===== config.mk =====
export PLATFORM = sky130hd
export DESIGN_NAME = modular_exponentiation_flat
export DESIGN_NICKNAME = d
export VERILOG_FILES = /design/src/rtl/core/mexp_pkg.sv /design/src/rtl/core/mexp_if.sv /design/src/rtl/core/modular_exponentiation.sv /design/src/rtl/core/mexp_dp.sv /design/src/rtl/core/mexp_ctrl.sv /design/src/flat_wrapper.sv
export VERILOG_INCLUDE_DIRS = /design/src /design/src/rtl/core
export SDC_FILE = /design/constraint.sdc
export NUM_CORES = 1
export LEC_CHECK = 0
export CELL_PAD_IN_SITES_DETAIL_PLACEMENT = 0
export CELL_PAD_IN_SITES_GLOBAL_PLACEMENT = 1
export CORE_ASPECT_RATIO = 1.2
export CORE_MARGIN = 3
export CORE_UTILIZATION = 53
export CTS_BUF_LIST = sky130_fd_sc_hd__clkbuf_4 sky130_fd_sc_hd__clkbuf_8
export DETAILED_ROUTE_END_ITERATION = 10
export DONT_BUFFER_PORTS = 1
export GPL_TIMING_DRIVEN = 1
export PLACE_DENSITY = 0.86
export SLEW_MARGIN = 10
export SYNTH_ARGS = -nofsm -noshare
export SYNTH_HDL_FRONTEND = slang
export SYNTH_SLANG_ARGS = --single-unit

===== constraint.sdc =====
create_clock -name clk -period 5.86 [get_ports clk]
set_clock_uncertainty 0.2 [all_clocks]
set_input_delay 0 -clock clk [delete_from_list [all_inputs] [get_ports clk]]
set_output_delay 0 -clock clk [all_outputs]
set_load 0.01 [all_outputs]

===== src/rtl/core/modular_exponentiation_assert.svh =====
// Assertion macros shared by the modular exponentiation RTL
`ifndef MODULAR_EXPONENTIATION_ASSERT_SVH
`define MODULAR_EXPONENTIATION_ASSERT_SVH

// Check a property on every rising clock edge outside reset
`define MEXP_ASSERT(lbl, prop, msg) \
	lbl: assert property (@(posedge clk) disable iff (!arst_n) prop) else $error(msg);

// Check a property on every rising clock edge, reset included
`define MEXP_ASSERT_ALWAYS(lbl, prop, msg) \
	lbl: assert property (@(posedge clk) prop) else $error(msg);

`endif


===== src/rtl/core/mexp_pkg.sv =====
package mexp_pkg;

	// Port field width and default operand width
	localparam int FIELD_W   = 32;
	localparam int WIDTH_DEF = 32;

	// Datapath operation codes
	localparam int OP_W = 3;
	typedef logic [OP_W-1:0] dp_op_t;

	localparam dp_op_t DP_HOLD    = 3'd0;
	localparam dp_op_t DP_LOAD    = 3'd1;
	localparam dp_op_t DP_STEP    = 3'd2;
	localparam dp_op_t DP_SET_B   = 3'd3;
	localparam dp_op_t DP_SET_MUL = 3'd4;
	localparam dp_op_t DP_SET_SQR = 3'd5;
	localparam dp_op_t DP_SAVE_R  = 3'd6;
	localparam dp_op_t DP_SAVE_B  = 3'd7;

	// Controller to datapath
	typedef struct packed {
		dp_op_t op;
		logic   out_load;
	} mexp_cmd_t;

	// Datapath to controller
	typedef struct packed {
		logic m_zero;
		logic e_zero;
		logic e_lsb;
		logic e_last;
	} mexp_sts_t;

endpackage


===== src/rtl/core/mexp_if.sv =====
// Input channel: base, exponent and modulus
interface mexp_in_if;
	import mexp_pkg::*;

	logic               valid;
	logic               ready;
	logic [FIELD_W-1:0] base_value;
	logic [FIELD_W-1:0] exponent;
	logic [FIELD_W-1:0] modulus;

	modport source (output valid, output base_value, output exponent, output modulus,
		input ready);
	modport sink (input valid, input base_value, input exponent, input modulus,
		output ready);
endinterface

// Output channel: modular power and error flag
interface mexp_out_if;
	import mexp_pkg::*;

	logic               valid;
	logic               ready;
	logic [FIELD_W-1:0] power_result;
	logic               bad_modulus;

	modport source (output valid, output power_result, output bad_modulus, input ready);
	modport sink (input valid, input power_result, input bad_modulus, output ready);
endinterface


===== src/rtl/core/modular_exponentiation.sv =====
// Modular exponentiation, right-to-left binary square-and-multiply, one item at a time.
// The product and square steps use one shared shift-and-add modular multiplier, one bit per
// cycle. A new request is taken only after the previous result is loaded for output. Reset
// (arst_n, asynchronous, active low) idles the controller and drops the output valid.
module modular_exponentiation #(
	parameter int WIDTH = mexp_pkg::WIDTH_DEF
) (
	input  logic        clk,
	input  logic        arst_n,
	mexp_in_if.sink     in_ch,
	mexp_out_if.source  out_ch
);
	import mexp_pkg::*;

	mexp_cmd_t cmd;
	mexp_sts_t sts;

	// Sequence control
	mexp_ctrl #(
		.WIDTH(WIDTH)
	) u_ctrl (
		.clk      (clk),
		.arst_n   (arst_n),
		.in_valid (in_ch.valid),
		.in_ready (in_ch.ready),
		.out_valid(out_ch.valid),
		.out_ready(out_ch.ready),
		.sts      (sts),
		.cmd      (cmd)
	);

	// Operands, modular multiplier and result register
	mexp_dp #(
		.WIDTH(WIDTH)
	) u_dp (
		.clk         (clk),
		.arst_n      (arst_n),
		.cmd         (cmd),
		.sts         (sts),
		.base_value  (in_ch.base_value),
		.exponent    (in_ch.exponent),
		.modulus     (in_ch.modulus),
		.power_result(out_ch.power_result),
		.bad_modulus (out_ch.bad_modulus)
	);

endmodule


===== src/rtl/core/mexp_dp.sv =====
`include "modular_exponentiation_assert.svh"

module mexp_dp #(
	parameter int WIDTH = mexp_pkg::WIDTH_DEF
) (
	input  logic                        clk,
	input  logic                        arst_n,
	input  mexp_pkg::mexp_cmd_t         cmd,
	output mexp_pkg::mexp_sts_t         sts,
	input  logic [mexp_pkg::FIELD_W-1:0] base_value,
	input  logic [mexp_pkg::FIELD_W-1:0] exponent,
	input  logic [mexp_pkg::FIELD_W-1:0] modulus,
	output logic [mexp_pkg::FIELD_W-1:0] power_result,
	output logic                        bad_modulus
);
	import mexp_pkg::*;

	localparam int OW = (WIDTH < FIELD_W) ? WIDTH : FIELD_W;

	logic [OW-1:0]    m_q, e_q, b_q, r_q;
	logic [OW-1:0]    acc_q, a_q, x_q;
	logic [FIELD_W-1:0] res_q;
	logic             bad_q;

	logic [OW+2:0]    sum_w, d1_w, d2_w;
	logic [OW-1:0]    step_w;

	// One shift-and-add step: (2*acc + bit*a) mod m, sum stays below 3m
	always_comb begin
		sum_w  = {2'b00, acc_q, 1'b0} + {3'b000, (x_q[OW-1] ? a_q : {OW{1'b0}})};
		d1_w   = sum_w - {3'b000, m_q};
		d2_w   = sum_w - {2'b00, m_q, 1'b0};
		if (!d2_w[OW+2]) begin
			step_w = d2_w[OW-1:0];
		end else if (!d1_w[OW+2]) begin
			step_w = d1_w[OW-1:0];
		end else begin
			step_w = sum_w[OW-1:0];
		end
	end

	// Operand and working registers
	always_ff @(posedge clk) begin
		case (cmd.op)
			DP_LOAD: begin
				m_q   <= modulus[OW-1:0];
				e_q   <= exponent[OW-1:0];
				r_q   <= OW'(1);
				acc_q <= '0;
				a_q   <= OW'(1);
				x_q   <= base_value[OW-1:0];
			end
			DP_STEP: begin
				acc_q <= step_w;
				x_q   <= {x_q[OW-2:0], 1'b0};
			end
			DP_SET_B: begin
				b_q <= acc_q;
			end
			DP_SET_MUL: begin
				acc_q <= '0;
				a_q   <= r_q;
				x_q   <= b_q;
			end
			DP_SET_SQR: begin
				acc_q <= '0;
				a_q   <= b_q;
				x_q   <= b_q;
			end
			DP_SAVE_R: begin
				// save product and prime the square of the base power
				r_q   <= acc_q;
				acc_q <= '0;
				a_q   <= b_q;
				x_q   <= b_q;
			end
			DP_SAVE_B: begin
				b_q <= acc_q;
				e_q <= {1'b0, e_q[OW-1:1]};
			end
			default: begin
			end
		endcase
	end

	// Output holding register
	always_ff @(posedge clk) begin
		if (cmd.out_load) begin
			res_q <= (m_q == '0) ? '0 : FIELD_W'(r_q);
			bad_q <= (m_q == '0);
		end
	end

	assign sts.m_zero   = (m_q == '0);
	assign sts.e_zero   = (e_q == '0);
	assign sts.e_lsb    = e_q[0];
	assign sts.e_last   = (e_q[OW-1:1] == '0);
	assign power_result = res_q;
	assign bad_modulus  = bad_q;

	`MEXP_ASSERT(a_acc_reduced, (cmd.op == DP_STEP && m_q != '0) |=> (acc_q < m_q), "mexp_dp: step left accumulator unreduced")

endmodule


===== src/rtl/core/mexp_ctrl.sv =====
`include "modular_exponentiation_assert.svh"

module mexp_ctrl #(
	parameter int WIDTH = mexp_pkg::WIDTH_DEF
) (
	input  logic                clk,
	input  logic                arst_n,
	input  logic                in_valid,
	output logic                in_ready,
	output logic                out_valid,
	input  logic                out_ready,
	input  mexp_pkg::mexp_sts_t sts,
	output mexp_pkg::mexp_cmd_t cmd
);
	import mexp_pkg::*;

	localparam int OW = (WIDTH < FIELD_W) ? WIDTH : FIELD_W;
	localparam int CW = $clog2(OW);

	localparam logic [3:0] S_IDLE   = 4'd0;
	localparam logic [3:0] S_RED    = 4'd1;
	localparam logic [3:0] S_SETB   = 4'd2;
	localparam logic [3:0] S_DECIDE = 4'd3;
	localparam logic [3:0] S_MUL    = 4'd4;
	localparam logic [3:0] S_SAVER  = 4'd5;
	localparam logic [3:0] S_SQR    = 4'd6;
	localparam logic [3:0] S_SAVEB  = 4'd7;
	localparam logic [3:0] S_WRITE  = 4'd8;

	logic [3:0]    state_q, state_d;
	logic [CW-1:0] cnt_q;
	logic          cnt_inc;
	logic          cnt_last;
	logic          out_valid_q;
	logic          slot_free;

	assign cnt_last  = (cnt_q == CW'(OW - 1));
	assign slot_free = !out_valid_q || out_ready;
	assign in_ready  = (state_q == S_IDLE);
	assign out_valid = out_valid_q;

	// Next state and datapath command
	always_comb begin
		state_d      = state_q;
		cmd.op       = DP_HOLD;
		cmd.out_load = 1'b0;
		cnt_inc      = 1'b0;
		case (state_q)
			S_IDLE: begin
				if (in_valid) begin
					cmd.op  = DP_LOAD;
					state_d = S_RED;
				end
			end
			S_RED: begin
				if (sts.m_zero) begin
					state_d = S_WRITE;
				end else begin
					cmd.op  = DP_STEP;
					cnt_inc = 1'b1;
					if (cnt_last) begin
						state_d = S_SETB;
					end
				end
			end
			S_SETB: begin
				cmd.op  = DP_SET_B;
				state_d = S_DECIDE;
			end
			S_DECIDE: begin
				if (sts.e_zero) begin
					state_d = S_WRITE;
				end else if (sts.e_lsb) begin
					cmd.op  = DP_SET_MUL;
					state_d = S_MUL;
				end else begin
					cmd.op  = DP_SET_SQR;
					state_d = S_SQR;
				end
			end
			S_MUL: begin
				cmd.op  = DP_STEP;
				cnt_inc = 1'b1;
				if (cnt_last) begin
					state_d = S_SAVER;
				end
			end
			S_SAVER: begin
				cmd.op  = DP_SAVE_R;
				state_d = sts.e_last ? S_WRITE : S_SQR;
			end
			S_SQR: begin
				cmd.op  = DP_STEP;
				cnt_inc = 1'b1;
				if (cnt_last) begin
					state_d = S_SAVEB;
				end
			end
			S_SAVEB: begin
				cmd.op  = DP_SAVE_B;
				state_d = S_DECIDE;
			end
			S_WRITE: begin
				if (slot_free) begin
					cmd.out_load = 1'b1;
					state_d      = S_IDLE;
				end
			end
			default: begin
				state_d = S_IDLE;
			end
		endcase
	end

	// State, bit counter and output valid
	always_ff @(posedge clk or negedge arst_n) begin
		if (!arst_n) begin
			state_q     <= S_IDLE;
			cnt_q       <= '0;
			out_valid_q <= 1'b0;
		end else begin
			state_q <= state_d;
			if (cnt_inc && !cnt_last) begin
				cnt_q <= cnt_q + CW'(1);
			end else begin
				cnt_q <= '0;
			end
			if (cmd.out_load) begin
				out_valid_q <= 1'b1;
			end else if (out_ready) begin
				out_valid_q <= 1'b0;
			end
		end
	end

	`MEXP_ASSERT(a_accept_reduce, (in_valid && in_ready) |=> (state_q == S_RED), "mexp_ctrl: transfer did not start reduction")
	`MEXP_ASSERT(a_load_slot, cmd.out_load |-> slot_free, "mexp_ctrl: result overwrote a pending transfer")
	`MEXP_ASSERT(a_zero_mod, (state_q == S_RED && sts.m_zero) |=> (state_q == S_WRITE), "mexp_ctrl: zero modulus not sent to output")
	`MEXP_ASSERT_ALWAYS(a_cnt_range, cnt_q <= CW'(OW - 1), "mexp_ctrl: bit counter out of range")

endmodule


===== src/flat_wrapper.sv =====
// flat-port wrapper written by rule: the top's interface ports become plain ports
module modular_exponentiation_flat import mexp_pkg::*;
#(
	parameter int WIDTH = mexp_pkg::WIDTH_DEF
)
  (clk, arst_n, in_ch_valid, in_ch_base_value, in_ch_exponent, in_ch_modulus, in_ch_ready, out_ch_valid, out_ch_power_result, out_ch_bad_modulus, out_ch_ready);
  mexp_in_if in_ch_i ();
  mexp_out_if out_ch_i ();
  input  logic clk;
  input  logic arst_n;
  input wire logic [$bits(in_ch_i.valid)-1:0] in_ch_valid;
  input wire logic [$bits(in_ch_i.base_value)-1:0] in_ch_base_value;
  input wire logic [$bits(in_ch_i.exponent)-1:0] in_ch_exponent;
  input wire logic [$bits(in_ch_i.modulus)-1:0] in_ch_modulus;
  output wire logic [$bits(in_ch_i.ready)-1:0] in_ch_ready;
  output wire logic [$bits(out_ch_i.valid)-1:0] out_ch_valid;
  output wire logic [$bits(out_ch_i.power_result)-1:0] out_ch_power_result;
  output wire logic [$bits(out_ch_i.bad_modulus)-1:0] out_ch_bad_modulus;
  input wire logic [$bits(out_ch_i.ready)-1:0] out_ch_ready;
  assign in_ch_i.valid = in_ch_valid;
  assign in_ch_i.base_value = in_ch_base_value;
  assign in_ch_i.exponent = in_ch_exponent;
  assign in_ch_i.modulus = in_ch_modulus;
  assign in_ch_ready = in_ch_i.ready;
  assign out_ch_valid = out_ch_i.valid;
  assign out_ch_power_result = out_ch_i.power_result;
  assign out_ch_bad_modulus = out_ch_i.bad_modulus;
  assign out_ch_i.ready = out_ch_ready;
  modular_exponentiation #(.WIDTH(WIDTH)) u_core (.clk(clk), .arst_n(arst_n), .in_ch(in_ch_i), .out_ch(out_ch_i));
endmodule

==> results of run 1 <==
[what timing repair did]
item,CTS,global route
resized for setup,0,34
setup endpoints to repair,0,32
hold endpoints to repair,175,0
setup buffers,0,4
hold buffers,194,0
[cells by family after synthesis]
| logic type | count (synthesis) | share of synthesized area [%] |
|---|---|---|
| flip-flops | 267 | 49.1 |
| AND/OR/NAND/NOR | 459 | 14.7 |
| buffers and inverters | 122 | 3.12 |
| XOR/XNOR | 84 | 4.53 |
| AO/OA/AOI/OAI | 404 | 17.2 |
| multiplexers | 54 | 3.57 |
| adder cells (fa/ha/maj) | 100 | 7.84 |
[worst paths after layout]
kind	end	startpoint	cells past startpoint	slack, ps
setup reg to reg	u_core.u_dp.acc_q[2]	u_core.u_dp.x_q[31]	21	250
setup / recovery	u_core.u_dp.acc_q[2]	u_core.u_dp.x_q[31]	21	250
hold reg to reg	u_core.u_ctrl.cnt_q[0]	u_core.u_ctrl.cnt_q[0]	1	260
hold / removal	u_core.u_dp.e_q[6]	in_ch_exponent[6]	2	70
max in group asynchronous	u_core.u_ctrl.cnt_q[2]	arst_n	2	4860
min in group asynchronous	u_core.u_ctrl.state_q[2]	arst_n	2	200
[state kept, by name, summed over array words and instances, names as in the netlist]
name / count
u_core.u_ctrl.cnt_q: 5
u_core.u_ctrl.out_valid: 1
u_core.u_ctrl.state_q: 4
u_core.u_dp.a_q: 32
u_core.u_dp.acc_q: 32
u_core.u_dp.b_q: 32
u_core.u_dp.bad_modulus: 1
u_core.u_dp.e_q: 32
u_core.u_dp.m_q: 32
u_core.u_dp.power_result: 32
u_core.u_dp.r_q: 32
u_core.u_dp.x_q: 32
[synthesized netlist by cell type (10+ instances only)]
| master | instances |
|---|---|
| nand4_1 | 10 |
| o21ai_0 | 45 |
| nand3_1 | 25 |
| a22oi_1 | 33 |
| clkbuf_1 | 51 |
| o22ai_1 | 23 |
| and2_1 | 70 |
| ha_1 | 97 |
| mux2_2 | 31 |
| edfxtp_1 | 257 |
| inv_1 | 60 |
| o21a_1 | 18 |
| a21oi_1 | 94 |
| a21o_1 | 42 |
| xnor2_1 | 50 |
| a31oi_1 | 13 |
| a22o_1 | 33 |
| nor2_1 | 56 |
| mux2i_1 | 23 |
| xor2_1 | 34 |
| a211oi_1 | 13 |
| nor2b_1 | 45 |
| nor3_1 | 18 |
| nand2b_1 | 16 |
| o211ai_1 | 11 |
| nand2_1 | 148 |
| nor4_1 | 22 |
| dfrtp_1 | 10 |
| and3_1 | 17 |
[layout make-up]
cell class | count | area, um^2
multi-input cells | 1101 | 7940
inverters | 60 | 225
clock buffers | 53 | 698
clock inverters | 24 | 210
repair buffers | 234 | 2270
fillers | 2178 | 10100
flip-flops and latches | 267 | 7970
well taps | 390 | 488
[critical path, cell delays in order, from the launching register on]
cell      delay [ps]
edfxtp_1         420
buf_4            170
and2_1           150
ha_1             340
o21a_1           140
o21ai_0          120
or4_4            590
a211oi_4         370
o21ai_0          250
o21ai_1          220
xor2_1           170
buf_4            150
ha_1             300
and3_1           230
nand2_1           80
nor2_1            50
a221o_1          360
o31ai_4          250
nor4bb_2         250
buf_4            230
nand2_1           70
a32o_1           240
[per-stage QoR]
stage	instances	setup TNS (ps)
detailed placement	1854	0
floorplan	1490	0
finish	2129	0
global placement	1854	0
CTS	2125	0
global route	2129	-40.8
[per-layer routing]
metal  GRT usage [%]  up-vias  routed length, um
met5               0        -                  0
met4            10.7        0               1690
met3            4.19      113               2970
met2            47.7      590              22600
met1            36.0     6353              19400
li1                -     6067                  -
==> flow_summary.toml, run 1 <==
[outcome]
outcome = "finished clean"

[sta]
min_period_ps = 5610
finalHoldViolCount = 0
max_freq_mhz = 178
grt_setup_unrepaired = "true"
setup_viol = 0
fin_crit_sh_pct = 95.7
hold_ws_ps = 70.7
slew-limit-headroom_pct = 22.6
worst_slack_ps = 251
drv_slew = 0
worst_slew_pin_slew_ps = 1150

[cells_and_area]
syn_to_final_growth_pct = 21.9
fin_nets = 1907
diodes = 0
final_common_cell = "edfxtp_1"
finish.instance_area_um2 = 19800
layout.cells.most_common_list = "edfxtp_1 (257), dlygate4sd3_1 (194), nand2_1 (146)"
drive_above_1_share_pct = 10.6
fin_util_pct = 66.3

[worst_setup_path]
cp.arrival_ps = 5750
endpoint_kind = "register"
crit_type = "reg2reg"
path_max_fanout = 11
cp.required_ps = 6000
critPathLaunchType = "register"

[route]
routedWlPerCell_um = 21.9
drc_errors = 0
dr.pass1.iters = 6
routed_wl_um = 46600
routed_via_density = 6.16
ant_nets = 0
vias = 13100
drtIter0Drc = 1231

[synth]
ys_seq_area_share_pct = 49.1
synth_area_per_cell_um2 = 10.9
synth_top_cell_area_share_pct = 47.5
yosysWarnings = 0
synth-seq-cells = 267
ys_async_sr_fraction_pct = 3.75
synth_top_cell_by_area = "edfxtp_1"
synth-edff-count = 257
netlist_area_um2 = 16200
syn_inst = 1490
ys.flop_type = "edfxtp_1"
yosys-top-cells-area = "edfxtp_1 (48%), ha_1 (7.5%), nand2_1 (3.4%), a21oi_1 (2.9%), and2_1 (2.7%)"
synth_fp_nets = 1690
yosysUniqueCellTypes = 78

[clock_tree]
h-tree-depth = 2
cts_tree = "done"
clkTransAtPathRegs_ps = 60
clock_latency_ps = 610
clockBufferDepth = 3
cts.sinks = 267
cts_root_buf = "clkbuf_8"
cts-buffers-inserted = 43

[floorplan]
die_height_um = 198
die_w_um = 166
placementRows = 69
core_area_um2 = 29900
io_pins = 135
dieArea_um2 = 32800
start_util_pct = 54.4

[global_route]
grt_pass1_vias = 13200
overflow = 0
grt_antenna_before_repair = 0
grt_usage_pct = 27.8
grt_pass1_wl_um = 72900
grt_max_degree = 37

[flow_run]
drv_cap = 0

[worst_hold_path]
min_path_type = "in2reg"

[placed_design]
place_area_um2 = 16800
place.gp.congestion = 0.929
dp_hpwl_um = 30600
pre_cts_ws_ps = 53.1
port_buffers = 0
Power of run 1 is not shown: default switching activity piles up to over one toggle a cycle in this logic, so the estimate is an artifact.
==> run 2: changes to the inputs <==
- GPL_TIMING_DRIVEN: 1 -> 0
- PLACE_DENSITY: 0.86 -> 0.87
- SYNTH_HIERARCHICAL: default -> 1
==> run 2 against run 1 <==
Synthesized cell count rose by 4.2%; die area increased by 2.9%; area after synthesis up 3.0%; register-to-register slack got worse by 70 ps; largest cell class is now multi-input gates; highest routed layer unchanged.
==> flow_summary.toml, run 2 <==
[outcome]
outcome = "finished clean"

[synth]
yosys-top-cells-area = "edfxtp_1 (46%), ha_1 (7.3%), a21oi_1 (3.8%), mux2i_1 (3.2%), xnor2_1 (2.7%)"
syn_inst = 1552
synth-edff-count = 257
synth_fp_nets = 1752
synth-seq-cells = 267
synth_most_common_cell = "edfxtp_1"
ys_async_sr_fraction_pct = 3.75
yosysUniqueCellTypes = 84
ys_seq_area_share_pct = 47.7
synth_top_cell_by_area = "edfxtp_1"
synth_area_per_cell_um2 = 10.8
synth_top_cell_area_share_pct = 46.2
ys_top_cells_by_count = "edfxtp_1 (257), a21oi_1 (128), nor2_1 (99), ha_1 (97), o21ai_0 (78)"
netlist_area_um2 = 16700
ys.flop_type = "edfxtp_1"
yosysWarnings = 6

[route]
drtIter0Drc = 1167
routed_via_density = 6.12
routedWlPerCell_um = 21.4
ant_nets = 0
routed_wl_um = 47900
drc_errors = 0
vias = 13700
dr.pass1.iters = 7

[placed_design]
place.gp.congestion = 0.914
dp_hpwl_um = 32900
port_buffers = 0

[global_route]
grt_pass1_vias = 13600
grt_use_met3_pct = 4.14
grt_pass1_wl_um = 73700
grt_antenna_before_repair = 0
grt_max_degree = 34
gr-usage-met2_pct = 47.5
overflow = 0
met1_usage_pct = 35.0
top_usage_layer = "met2"
grt_usage_pct = 27.4

[floorplan]
core_area_um2 = 30800
die_height_um = 201
placementRows = 70
die_w_um = 168
start_util_pct = 54.2
io_pins = 135
dieArea_um2 = 33700

[clock_tree]
cts-buffers-inserted = 43
clock_latency_ps = 590
clkTransAtPathRegs_ps = 60
cts_root_buf = "clkbuf_8"
cts.sinks = 267
h-tree-depth = 2
clockBufferDepth = 3
cts_tree = "done"

[sta]
worst_slew_pin_slew_ps = 1210
tns_ps = 0
grt_setup_unrepaired = "true"
slew-limit-headroom_pct = 19.0
max_freq_mhz = 176
fin_crit_sh_pct = 96.9
setup_viol = 0
min_period_ps = 5680
finalHoldViolCount = 0
drv_slew = 0

[cells_and_area]
fin_nets = 2008
layout.cells.most_common_list = "edfxtp_1 (257), dlygate4sd3_1 (185), a21oi_1 (119)"
diodes = 0
syn_to_final_growth_pct = 23.7
drive_above_1_share_pct = 13.4
nFillCells = 2286
final_common_cell = "edfxtp_1"

[worst_setup_path]
reg2reg_to = "u_core/u_dp/acc_q[28]"
cp-startpoint = "u_core/u_dp/x_q[31]"
reg2reg_slack_ps = 180
cp.arrival_ps = 5810
crit_type = "reg2reg"
worstReg2RegStart = "u_core/u_dp/x_q[31]"
critPathLaunchType = "register"
cp.required_ps = 5990
path_max_fanout = 10
endpoint_kind = "register"
r2r_cells = 24

[worst_hold_path]
whs_endpoint = "u_core/u_dp/x_q[30]"
holdPathStages = 3
min_path_type = "in2reg"
min_from = "in_ch_base_value[30]"

[flow_run]
drv_cap = 0
==> run 2: area by class of cell <==
class | count | area, um^2 | share of cell area [%]
multi-input cells | 1149 | 8610 | 41.6
flip-flops and latches | 267 | 7970 | 38.5
repair buffers | 212 | 2100 | 10.2
clock buffers | 51 | 652 | 3.15
well taps | 396 | 495 | 2.40
plain buffers | 67 | 330 | 1.60
clock inverters | 25 | 263 | 1.27
inverters | 68 | 259 | 1.25
==> run 2: kinds of logic after synthesis <==
| logic type | after synthesis | share of synthesized area (%) |
|---|---|---|
| AO/OA/AOI/OAI | 459 | 18.6 |
| AND/OR/NAND/NOR | 426 | 13.4 |
| flip-flops | 267 | 47.7 |
| buffers and inverters | 136 | 3.26 |
| adder cells (fa/ha/maj) | 100 | 7.62 |
| multiplexers | 86 | 5.40 |
| XOR/XNOR | 78 | 4.09 |
==> run 2: through the flow <==
step           setup WS, ps  util, %  instance area [um^2]  std cells  hold WS, ps
4_1_cts                12.1     65.7                 20200       2222        0.677
5_1_grt               -73.8     67.1                 20700       2235         23.9
3_3_place_gp          -1850     55.8                 17200       1948         -495
6_report                183     67.1                 20700       2235         34.8
2_1_floorplan           662        -                 16700       1552         -496
3_5_place_dp           -806     56.1                 17300       1951         -495
==> run 2: repair_timing <==
action,in CTS,in global routing
setup buffers,10,13
gates cloned,0,1
hold endpoints to repair,109,0
hold buffers,185,0
resized for setup,25,90
pin swaps,7,17
setup endpoints to repair,64,127
==> run 2: how the worst max path moves through the flow <==
| stage | end | cells past startpoint | slack, ps |
|---|---|---|---|
| finish | u_core/u_dp/acc_q[28] | 24 | 180 |
| global route | u_core/u_dp/acc_q[2] | 23 | -70 |
| CTS | u_core/u_dp/acc_q[15] | 24 | 10 |
| detailed placement | u_core/u_dp/acc_q[29] | 20 | -810 |
| global placement | u_core/u_dp/x_q[27] | 11 | -1850 |
| floorplan | u_core/u_dp/acc_q[16] | 22 | 660 |
==> run 2: per-layer routing <==
metal / wire length, um / up-vias / part of all wire, %
met3: 3120 / 116 / 6.5
met1: 19400 / 6541 / 40
met4: 1600 / 0 / 3.3
met2: 23800 / 603 / 50
met5: 0 / - / 0
li1: - / 6416 / -
==> run 2: worst max-delay path, stage by stage, from the launching register on <==
cell and delay (ps):
edfxtp_1 470, buf_4 170, and2_4 150, ha_2 200, inv_1 60, fa_1 400
nand2b_4 180, a21oi_4 190, o21ai_2 120, and2_2 240, o21ai_4 170, xor2_2 140
buf_4 160, ha_4 220, a21o_1 160, a21o_1 160, a21o_1 170, or3_1 390
o211ai_1 280, o31a_1 270, o21ba_4 210, o31ai_4 110, buf_6 200, a221oi_1 300
a211oi_1 80
Power of run 2 is left out for the same reason.
